--- src/rtl/ndap_pkg.sv ---
// Shared constants and types for the named decimal assignment parser.
`default_nettype none

package ndap_pkg;

    localparam int NAME_SLOTS    = 6;
    localparam int NAME_BYTES    = 8;
    localparam int MANTISSA_BITS = 32;

    localparam int CFG_NAMES   = 6;
    localparam int CFG_W       = 64;
    localparam int CFG_IDX_W   = 3;
    localparam int NAME_BITS   = 8 * NAME_BYTES;
    localparam int LEN_W       = $clog2(NAME_BYTES + 2);
    localparam int ACC_W       = MANTISSA_BITS - 1;
    localparam int IDX_W       = 3;
    localparam int COUNT_W     = 3;
    localparam int FRAC_W      = 6;
    localparam int MANT_OUT_W  = 32;
    localparam int OUT_DATA_W  = 48;

    localparam logic [CFG_IDX_W-1:0] REG_NAME_COUNT = 3'd0;
    localparam logic [CFG_IDX_W-1:0] REG_NAME_0     = 3'd1;

    localparam logic [7:0] CH_EQUALS = 8'h3D;
    localparam logic [7:0] CH_HASH   = 8'h23;
    localparam logic [7:0] CH_MINUS  = 8'h2D;
    localparam logic [7:0] CH_DOT    = 8'h2E;
    localparam logic [7:0] CH_ZERO   = 8'h30;
    localparam logic [7:0] CH_NUL    = 8'h00;

    localparam logic [ACC_W-1:0]  ACC_MAX     = {ACC_W{1'b1}};
    localparam logic [FRAC_W-1:0] FRAC_MAX    = {FRAC_W{1'b1}};

    typedef enum logic [1:0]
    {
        PH_NAME  = 2'd0,
        PH_VALUE = 2'd1,
        PH_DONE  = 2'd2
    } phase_t;

    typedef logic [NAME_BITS-1:0] name_word_t;
    typedef name_word_t name_array_t [CFG_NAMES];

    typedef struct packed
    {
        logic             found;
        logic [IDX_W-1:0] index;
    } match_t;

endpackage

`default_nettype wire

--- src/rtl/named_decimal_assignment_parser.sv ---
// Top level: byte-stream name=value parser with configurable name table.
//
//  channel  | direction | tdata (low bit up)                             | tlast
//  s_axis   | in        | rx_byte[7:0]                                   | end_of_message
//  m_axis   | out       | found, name_index, mantissa, fraction_digits,  | -
//           |           | overflow, bad_character, zero pad to 48        |
//  cfg      | in        | cfg_we / cfg_index / cfg_data, no read-back    | -
//
// One byte per cycle sustained while no result is stalled; a byte passes the
// input register, then the parse update and result register, so a result is
// registered when the request carrying end_of_message leaves the input
// register. Reset clears the parse state and names. A stalled result holds
// while the input register keeps taking one more byte.
`default_nettype none

module named_decimal_assignment_parser
    import ndap_pkg::*;
(
    input  wire logic                  clk,
    input  wire logic                  rst_n,
    input  wire logic                  s_axis_tvalid,
    output logic                       s_axis_tready,
    input  wire logic [7:0]            s_axis_tdata,   // rx_byte
    input  wire logic                  s_axis_tlast,   // end_of_message
    output logic                       m_axis_tvalid,
    input  wire logic                  m_axis_tready,
    // found, name_index[3], mantissa[32], fraction_digits[6], overflow, bad_character
    output logic [OUT_DATA_W-1:0]      m_axis_tdata,
    input  wire logic                  cfg_we,
    input  wire logic [CFG_IDX_W-1:0]  cfg_index,
    input  wire logic [CFG_W-1:0]      cfg_data
);

    logic [COUNT_W-1:0] name_count_reg;
    name_array_t        names_reg;

    logic       in_vld_reg;
    logic [7:0] in_byte_reg;
    logic       in_eom_reg;
    logic       advance;

    phase_t             phase_reg, phase_next;
    name_word_t         shift_reg, shift_next;
    logic [LEN_W-1:0]   len_reg, len_next;
    logic               mfound_reg, mfound_next;
    logic [IDX_W-1:0]   midx_reg, midx_next;
    logic               neg_reg, neg_next;
    logic               first_reg, first_next;
    logic [ACC_W-1:0]   acc_reg, acc_next;
    logic               dot_reg, dot_next;
    logic [FRAC_W-1:0]  frac_reg, frac_next;
    logic               ovf_reg, ovf_next;
    logic               bad_reg, bad_next;

    logic                  out_vld_reg;
    logic                  o_found_reg;
    logic [IDX_W-1:0]      o_idx_reg;
    logic [MANT_OUT_W-1:0] o_mant_reg;
    logic [FRAC_W-1:0]     o_frac_reg;
    logic                  o_ovf_reg;
    logic                  o_bad_reg;

    match_t                  match;
    logic                    match_now;
    logic                    is_digit;
    logic [ACC_W+3:0]        acc_times;
    logic [MANTISSA_BITS-1:0] mant_signed;
    logic [63:0]             mant_wide;

    // config registers
    always_ff @(posedge clk or negedge rst_n)
    begin
        if (!rst_n)
        begin
            name_count_reg <= '0;
            for (int i = 0; i < CFG_NAMES; i++)
            begin
                names_reg[i] <= '0;
            end
        end
        else if (cfg_we)
        begin
            if (cfg_index == REG_NAME_COUNT)
            begin
                name_count_reg <= cfg_data[COUNT_W-1:0];
            end
            for (int i = 0; i < CFG_NAMES; i++)
            begin
                if (cfg_index == REG_NAME_0 + CFG_IDX_W'(i))
                begin
                    names_reg[i] <= cfg_data[NAME_BITS-1:0];
                end
            end
        end
    end

    // input register
    assign advance       = in_vld_reg && (!out_vld_reg || m_axis_tready);
    assign s_axis_tready = !in_vld_reg || advance;

    always_ff @(posedge clk or negedge rst_n)
    begin
        if (!rst_n)
        begin
            in_vld_reg <= 1'b0;
        end
        else if (s_axis_tready)
        begin
            in_vld_reg <= s_axis_tvalid;
        end
    end

    always_ff @(posedge clk)
    begin
        if (s_axis_tready && s_axis_tvalid)
        begin
            in_byte_reg <= s_axis_tdata;
            in_eom_reg  <= s_axis_tlast;
        end
    end

    ndap_name_match u_match
    (
        .names       (names_reg),
        .name_count  (name_count_reg),
        .name_shift  (shift_next),
        .name_length (len_next),
        .result      (match)
    );

    assign is_digit  = (in_byte_reg >= CH_ZERO) && (in_byte_reg <= CH_ZERO + 8'd9);
    assign acc_times = ((ACC_W+4)'(acc_reg) << 3) + ((ACC_W+4)'(acc_reg) << 1)
                     + (ACC_W+4)'(in_byte_reg[3:0]);
    assign match_now = (phase_reg == PH_NAME)
                    && ((in_byte_reg == CH_EQUALS) || (in_byte_reg == CH_NUL) || in_eom_reg);

    // parse state update
    always_comb
    begin
        phase_next = phase_reg;
        shift_next = shift_reg;
        len_next   = len_reg;
        neg_next   = neg_reg;
        first_next = first_reg;
        acc_next   = acc_reg;
        dot_next   = dot_reg;
        frac_next  = frac_reg;
        ovf_next   = ovf_reg;
        bad_next   = bad_reg;
        unique case (phase_reg)
            PH_NAME:
            begin
                if (in_byte_reg == CH_EQUALS)
                begin
                    phase_next = PH_VALUE;
                end
                else if (in_byte_reg == CH_NUL)
                begin
                    phase_next = PH_DONE;
                end
                else if (len_reg < LEN_W'(NAME_BYTES))
                begin
                    for (int k = 0; k < NAME_BYTES; k++)
                    begin
                        if (len_reg == LEN_W'(k))
                        begin
                            shift_next[8*k +: 8] = in_byte_reg;
                        end
                    end
                    len_next = len_reg + LEN_W'(1);
                end
                else
                begin
                    len_next = LEN_W'(NAME_BYTES + 1);
                end
            end
            PH_VALUE:
            begin
                first_next = 1'b0;
                if ((in_byte_reg == CH_HASH) || (in_byte_reg == CH_NUL))
                begin
                    phase_next = PH_DONE;
                end
                else if ((in_byte_reg == CH_MINUS) && first_reg)
                begin
                    neg_next = 1'b1;
                end
                else if (in_byte_reg == CH_DOT)
                begin
                    dot_next  = 1'b1;
                    frac_next = '0;
                end
                else if (is_digit)
                begin
                    if (acc_times > (ACC_W+4)'(ACC_MAX))
                    begin
                        acc_next = ACC_MAX;
                        ovf_next = 1'b1;
                    end
                    else
                    begin
                        acc_next = acc_times[ACC_W-1:0];
                    end
                    if (dot_reg && (frac_reg != FRAC_MAX))
                    begin
                        frac_next = frac_reg + FRAC_W'(1);
                    end
                end
                else
                begin
                    bad_next = 1'b1;
                end
            end
            PH_DONE:
            begin
            end
            default:
            begin
                phase_next = PH_DONE;
            end
        endcase
    end

    // match outputs
    always_comb
    begin
        mfound_next = match_now ? match.found : mfound_reg;
        midx_next   = match_now ? match.index : midx_reg;
    end

    assign mant_signed = neg_next ? (MANTISSA_BITS'(0) - MANTISSA_BITS'(acc_next))
                                  : MANTISSA_BITS'(acc_next);
    assign mant_wide   = 64'(mant_signed);

    always_ff @(posedge clk or negedge rst_n)
    begin
        if (!rst_n)
        begin
            phase_reg  <= PH_NAME;
            shift_reg  <= '0;
            len_reg    <= '0;
            mfound_reg <= 1'b0;
            midx_reg   <= '0;
            neg_reg    <= 1'b0;
            first_reg  <= 1'b1;
            acc_reg    <= '0;
            dot_reg    <= 1'b0;
            frac_reg   <= '0;
            ovf_reg    <= 1'b0;
            bad_reg    <= 1'b0;
        end
        else if (advance)
        begin
            if (in_eom_reg)
            begin
                phase_reg  <= PH_NAME;
                shift_reg  <= '0;
                len_reg    <= '0;
                mfound_reg <= 1'b0;
                midx_reg   <= '0;
                neg_reg    <= 1'b0;
                first_reg  <= 1'b1;
                acc_reg    <= '0;
                dot_reg    <= 1'b0;
                frac_reg   <= '0;
                ovf_reg    <= 1'b0;
                bad_reg    <= 1'b0;
            end
            else
            begin
                phase_reg  <= phase_next;
                shift_reg  <= shift_next;
                len_reg    <= len_next;
                mfound_reg <= mfound_next;
                midx_reg   <= midx_next;
                neg_reg    <= neg_next;
                first_reg  <= first_next;
                acc_reg    <= acc_next;
                dot_reg    <= dot_next;
                frac_reg   <= frac_next;
                ovf_reg    <= ovf_next;
                bad_reg    <= bad_next;
            end
        end
    end

    // result register
    always_ff @(posedge clk or negedge rst_n)
    begin
        if (!rst_n)
        begin
            out_vld_reg <= 1'b0;
        end
        else if (advance && in_eom_reg)
        begin
            out_vld_reg <= 1'b1;
        end
        else if (m_axis_tready)
        begin
            out_vld_reg <= 1'b0;
        end
    end

    always_ff @(posedge clk)
    begin
        if (advance && in_eom_reg)
        begin
            o_found_reg <= mfound_next;
            o_idx_reg   <= mfound_next ? midx_next : '0;
            o_mant_reg  <= mfound_next ? mant_wide[MANT_OUT_W-1:0] : '0;
            o_frac_reg  <= mfound_next ? frac_next : '0;
            o_ovf_reg   <= mfound_next && ovf_next;
            o_bad_reg   <= mfound_next && bad_next;
        end
    end

    assign m_axis_tvalid = out_vld_reg;
    assign m_axis_tdata  = {4'b0000, o_bad_reg, o_ovf_reg, o_frac_reg, o_mant_reg,
                            o_idx_reg, o_found_reg};

    // checks
    a_not_found_zero: assert property (@(posedge clk) disable iff (!rst_n)
        (out_vld_reg && !o_found_reg) |->
            (o_idx_reg == '0) && (o_mant_reg == '0) && (o_frac_reg == '0)
            && !o_ovf_reg && !o_bad_reg)
        else $error("result without match carries non-zero fields");

    a_clear_after_eom: assert property (@(posedge clk) disable iff (!rst_n)
        (advance && in_eom_reg) |=>
            (phase_reg == PH_NAME) && (len_reg == '0) && first_reg && (acc_reg == '0))
        else $error("parse state not cleared after end of message");

    a_in_hold: assert property (@(posedge clk) disable iff (!rst_n)
        (in_vld_reg && !advance) |=> in_vld_reg && $stable(in_byte_reg)
            && $stable(in_eom_reg))
        else $error("input register lost a pending request");

    a_ovf_saturates: assert property (@(posedge clk) disable iff (!rst_n)
        (ovf_reg && (phase_reg != PH_NAME)) |-> (acc_reg == ACC_MAX))
        else $error("overflow flagged but accumulator not saturated");

endmodule

`default_nettype wire

--- src/rtl/ndap_name_match.sv ---
// Compares the collected name against the configured name table.
`default_nettype none

module ndap_name_match
    import ndap_pkg::*;
(
    input  wire name_array_t        names,
    input  wire logic [COUNT_W-1:0] name_count,
    input  wire name_word_t         name_shift,
    input  wire logic [LEN_W-1:0]   name_length,
    output match_t                  result
);

    logic [COUNT_W-1:0]    count_clamped;
    logic [NAME_SLOTS-1:0] slot_hit;

    assign count_clamped = (name_count > COUNT_W'(NAME_SLOTS)) ? COUNT_W'(NAME_SLOTS)
                                                                : name_count;

    always_comb
    begin
        for (int i = 0; i < NAME_SLOTS; i++)
        begin
            slot_hit[i] = (name_length <= LEN_W'(NAME_BYTES)) && (COUNT_W'(i) < count_clamped);
            for (int k = 0; k < NAME_BYTES; k++)
            begin
                if (LEN_W'(k) < name_length)
                begin
                    if (names[i][8*k +: 8] != name_shift[8*k +: 8])
                    begin
                        slot_hit[i] = 1'b0;
                    end
                end
                else if (LEN_W'(k) == name_length)
                begin
                    if (names[i][8*k +: 8] != CH_NUL)
                    begin
                        slot_hit[i] = 1'b0;
                    end
                end
            end
        end
    end

    // lowest index wins
    always_comb
    begin
        result = '0;
        for (int i = NAME_SLOTS - 1; i >= 0; i--)
        begin
            if (slot_hit[i])
            begin
                result.found = 1'b1;
                result.index = IDX_W'(i);
            end
        end
    end

endmodule

`default_nettype wire
--- config.mk ---
export PLATFORM = sky130hd
export DESIGN_NAME = named_decimal_assignment_parser
export DESIGN_NICKNAME = d
export VERILOG_FILES = /design/src/rtl/ndap_pkg.sv /design/src/rtl/named_decimal_assignment_parser.sv /design/src/rtl/ndap_name_match.sv
export SDC_FILE = /design/constraint.sdc
export NUM_CORES = 1
export LEC_CHECK = 0
export BUFFER_PORTS_ARGS = -buffer_cell sky130_fd_sc_hd__buf_2
export CORE_MARGIN = 1.5
export CORE_UTILIZATION = 40
export CTS_CLUSTER_DIAMETER = 30
export CTS_CLUSTER_SIZE = 14
export DETAILED_ROUTE_END_ITERATION = 10
export PLACE_DENSITY = 0.63
export SYNTH_ARGS = -nofsm -noshare
export SYNTH_HDL_FRONTEND = slang
export SYNTH_SLANG_ARGS = --single-unit
export TNS_END_PERCENT = 50
--- constraint.sdc ---
create_clock -name clk -period 6.1 [get_ports clk]
set_input_delay 1.83 -clock clk [delete_from_list [all_inputs] [get_ports clk]]
set_output_delay 1.83 -clock clk [all_outputs]
set_load 0.05 [all_outputs]
==> flow_metrics.tcl <==
set metrics [dict create \
    grt_pass1_wl_um 194000 \
    clock_sinks 558 \
    path_delay_family "simple AND/OR/NAND/NOR gates" \
    cpMaxStageDelayCell "nor4_1" \
    wl_um 128000 \
    synth-seq-cells 558 \
    ff2ff_path_depth 14 \
    antenna_found_initial 6 \
    timing.final.hold_violations 0 \
    min_path_cells 2 \
    largest_register_ffs 384 \
    arrival_ns 6.45 \
    portBuffers 126 \
    switching_share_pct 35.9 \
    timing.final.crit_share_pct 96.5 \
    drc_errors 0 \
    numCtsBuffers 132 \
    tns_ns 0 \
    place_congestion 1.03 \
    setup_viol 0 \
    synthCells 3609 \
    worstSetupStartpointType "register" \
    root_buffer "clkbuf_16" \
    netSwitchingPower_w 0.00646 \
    rr_endpoint "o_mant_reg[17]" \
    vias 31600 \
    insertion_delay_ns 0.72 \
    synth_area_sq_um 35600 \
    status "complete, no violations" \
    die_x_um 301 \
    coreArea_sq_um 88200 \
    ff_latch_area_sq_um 14200 \
    die_area_sq_um 90800 \
    gr-total-overflow 0 \
    area_growth_pct 18.4 \
    p_int_w 0.0116 \
    holdCritStartpoint "midx_reg[0]" \
    fmax_mhz 170 \
    die_height_um 301 \
    avgViaCountPerCell 6.32 \
    synth_cell_type_count 90 \
    synth_seq_area_share_pct 40.0 \
    synthArstFlopShare_pct 90.5 \
    grt_max_degree 121 \
    h-tree-depth 4 \
    critPathKind "register to register" \
    timing.rr.start "in_byte_reg[3]" \
    cts_tree "built" \
    power_frac_seq_pct 33.2 \
    rsz0062_at_grt "no" \
    crit_fanout 26 \
    min_period_ns 5.89 \
    end_kind "register" \
    cts_setup_buffers 0 \
    place_hpwl_um 87700 \
    io_pins 131 \
    slowest_delay_ns 0.89 \
    reg2reg_setup_slack_ns 0.21 \
    nFillCells 8150 \
    yosys_warnings 0 \
    multiInputGateArea_sq_um 19900 \
    slew_headroom_pct 11.4 \
    ir_drop_mv 0.341 \
    ant_nets 0 \
    powerDensity_nw_per_um2 428 \
    hp-class "register to register" \
    required_ns 6.66 \
    tightestPinTransition_ns 1.32 \
    grt_pass1_vias 30600 \
    path_clk_slew_ns 0.05 \
    p_leak_nw 17.3 \
    finalMaxSlewViolations 0 \
    drive_gt1_share_pct 22.6 \
    cp_num_buf_inv 3 \
    avgSynthCellArea_sq_um 9.86 \
    grt_use_total_pct 28.0 \
    synth_edf_count 53 \
    finalClockSkew_ns 0.0345 \
    routedWlPerCell_um 25.7 \
    fin_util_pct 47.8 \
    nets 3865 \
    initialDrtViolationCount 3842 \
    start_util_pct 40.3 \
    cp_cell_sequence "or4_4 > or4_1 > buf_4 > nand3_2 > buf_4 > a21oi_1 > xnor2_1 > nor4_1 > o2bb2ai_1 > nor4_1 > nor4b_1 > a21o_1 > buf_4 > nor2_1" \
    max-clock-path-buffers 3 \
    ys.flop_type "dfrtp_1" \
    power_w 0.0180 \
    max_cap_viol_count 0 \
    first_pass_iters 8 \
    worst_hold_path.endpoint "midx_reg[0]" \
    p_comb_share_pct 26.6 \
    row_count 109 \
    cp_common_cell "buf_4" \
    pwr-share-clk_pct 40.2 \
]
-- synth_stat cells, drive strengths merged (53+ instances only) --
master | n | share of area [%]
xor2 | 220 | 5.4
o22ai | 118 | 2.1
nor3 | 63 | 0.90
buf | 59 | 0.89
mux2 | 361 | 11
clkbuf | 194 | 2.0
nor4 | 162 | 2.9
nand2 | 169 | 1.8
o21ai | 174 | 2.4
a22oi | 64 | 1.4
dfrtp | 504 | 35
a21oi | 151 | 2.1
inv | 135 | 1.4
nor2 | 182 | 1.9
xnor2 | 266 | 6.5
ha | 67 | 2.4
nand3 | 54 | 0.80
edfxtp | 53 | 4.5
nand4 | 70 | 1.2
-- how the worst max path moves through the flow --
stage | start | to | cells past startpoint
final | in_byte_reg[3] | o_mant_reg[17] | 14
after global routing | in_byte_reg[3] | o_mant_reg[10] | 14
after CTS | in_byte_reg[3] | o_mant_reg[23] | 14
after detailed placement | in_byte_reg[3] | o_mant_reg[23] | 14
after global placement | in_byte_reg[3] | o_mant_reg[3] | 14
after floorplan | in_byte_reg[3] | o_mant_reg[30] | 17
-- timing repair --
item / in CTS / in global routing
endpoints found under the hold margin: 0 / 0
hold buffers: 0 / 0
resized for setup: 0 / 1
setup endpoints to repair: 0 / 2
-- power by group through the flow --
stage | logic (W) | registers (W) | clock network [W]
after floorplan | 0.00372 | 0.00525 | 0
after global placement | 0.00460 | 0.00595 | 0
after detailed placement | 0.00466 | 0.00596 | 0
after CTS | 0.00470 | 0.00591 | 0.00734
after global routing | 0.00517 | 0.00605 | 0.00754
final | 0.00480 | 0.00598 | 0.00725
-- cells in the final DEF, fill, tap and decap left out, types with 53 or more instances in the layout --
| master | count |
|---|---|
| nor3_1 | 60 |
| buf_4 | 90 |
| edfxtp_1 | 53 |
| xor2_1 | 220 |
| a21oi_1 | 148 |
| inv_1 | 133 |
| clkbuf_16 | 134 |
| o22ai_1 | 118 |
| nand4_1 | 70 |
| nor2_1 | 181 |
| buf_2 | 125 |
| xnor2_1 | 266 |
| a22oi_1 | 63 |
| ha_1 | 67 |
| mux2_2 | 361 |
| nand2_1 | 168 |
| dfrtp_1 | 504 |
| o21ai_0 | 172 |
| nor4_1 | 160 |
-- tightest hold or removal path: stages, from the launching register on --
cell     delay [ns]
dfrtp_1        0.33
nand2_1        0.05
o21ai_0        0.06
-- routing by layer --
layer | global-route usage (%) | vias up | share of wire [%]
met2 | 41.8 | 1943 | 44
met4 | 14.7 | 10 | 5.2
met5 | 0 | - | 0.070
met3 | 6.51 | 465 | 10
met1 | 37.5 | 15500 | 41
li1 | - | 13700 | -
-- stage by stage --
step	hold slack, ns	area, sq um	setup slack, ns	instances
global route	0.516	42100	0.0558	4989
floorplan	0.449	35600	1.10	3612
CTS	0.481	42100	0.431	4988
detailed placement	0.471	37500	0.462	4746
global placement	0.464	37500	0.612	4746
finish	0.485	42100	0.214	4993
-- layout make-up --
cell class	count	area share, %
clock buffer	161	8.53
multi-input combinational	2663	47.1
tap	1165	3.46
inverter	138	1.23
sequential	558	33.8
clock inverter	81	2.43
antenna	5	0.0297
timing repair buffer	222	3.41
-- kinds of logic after synthesis --
logic type	after synthesis	share of synthesized area [%]
AOI/OAI and AO/OA	861	16.3
xor gates and xnor gates	486	12.0
adders and majority gates	69	2.47
buffers and inverters	391	4.39
DFF	558	40.0
muxes	404	12.6
other	1	0.0105
and+or+nand+nor	839	12.3
Power figures use the tool's default switching activity.
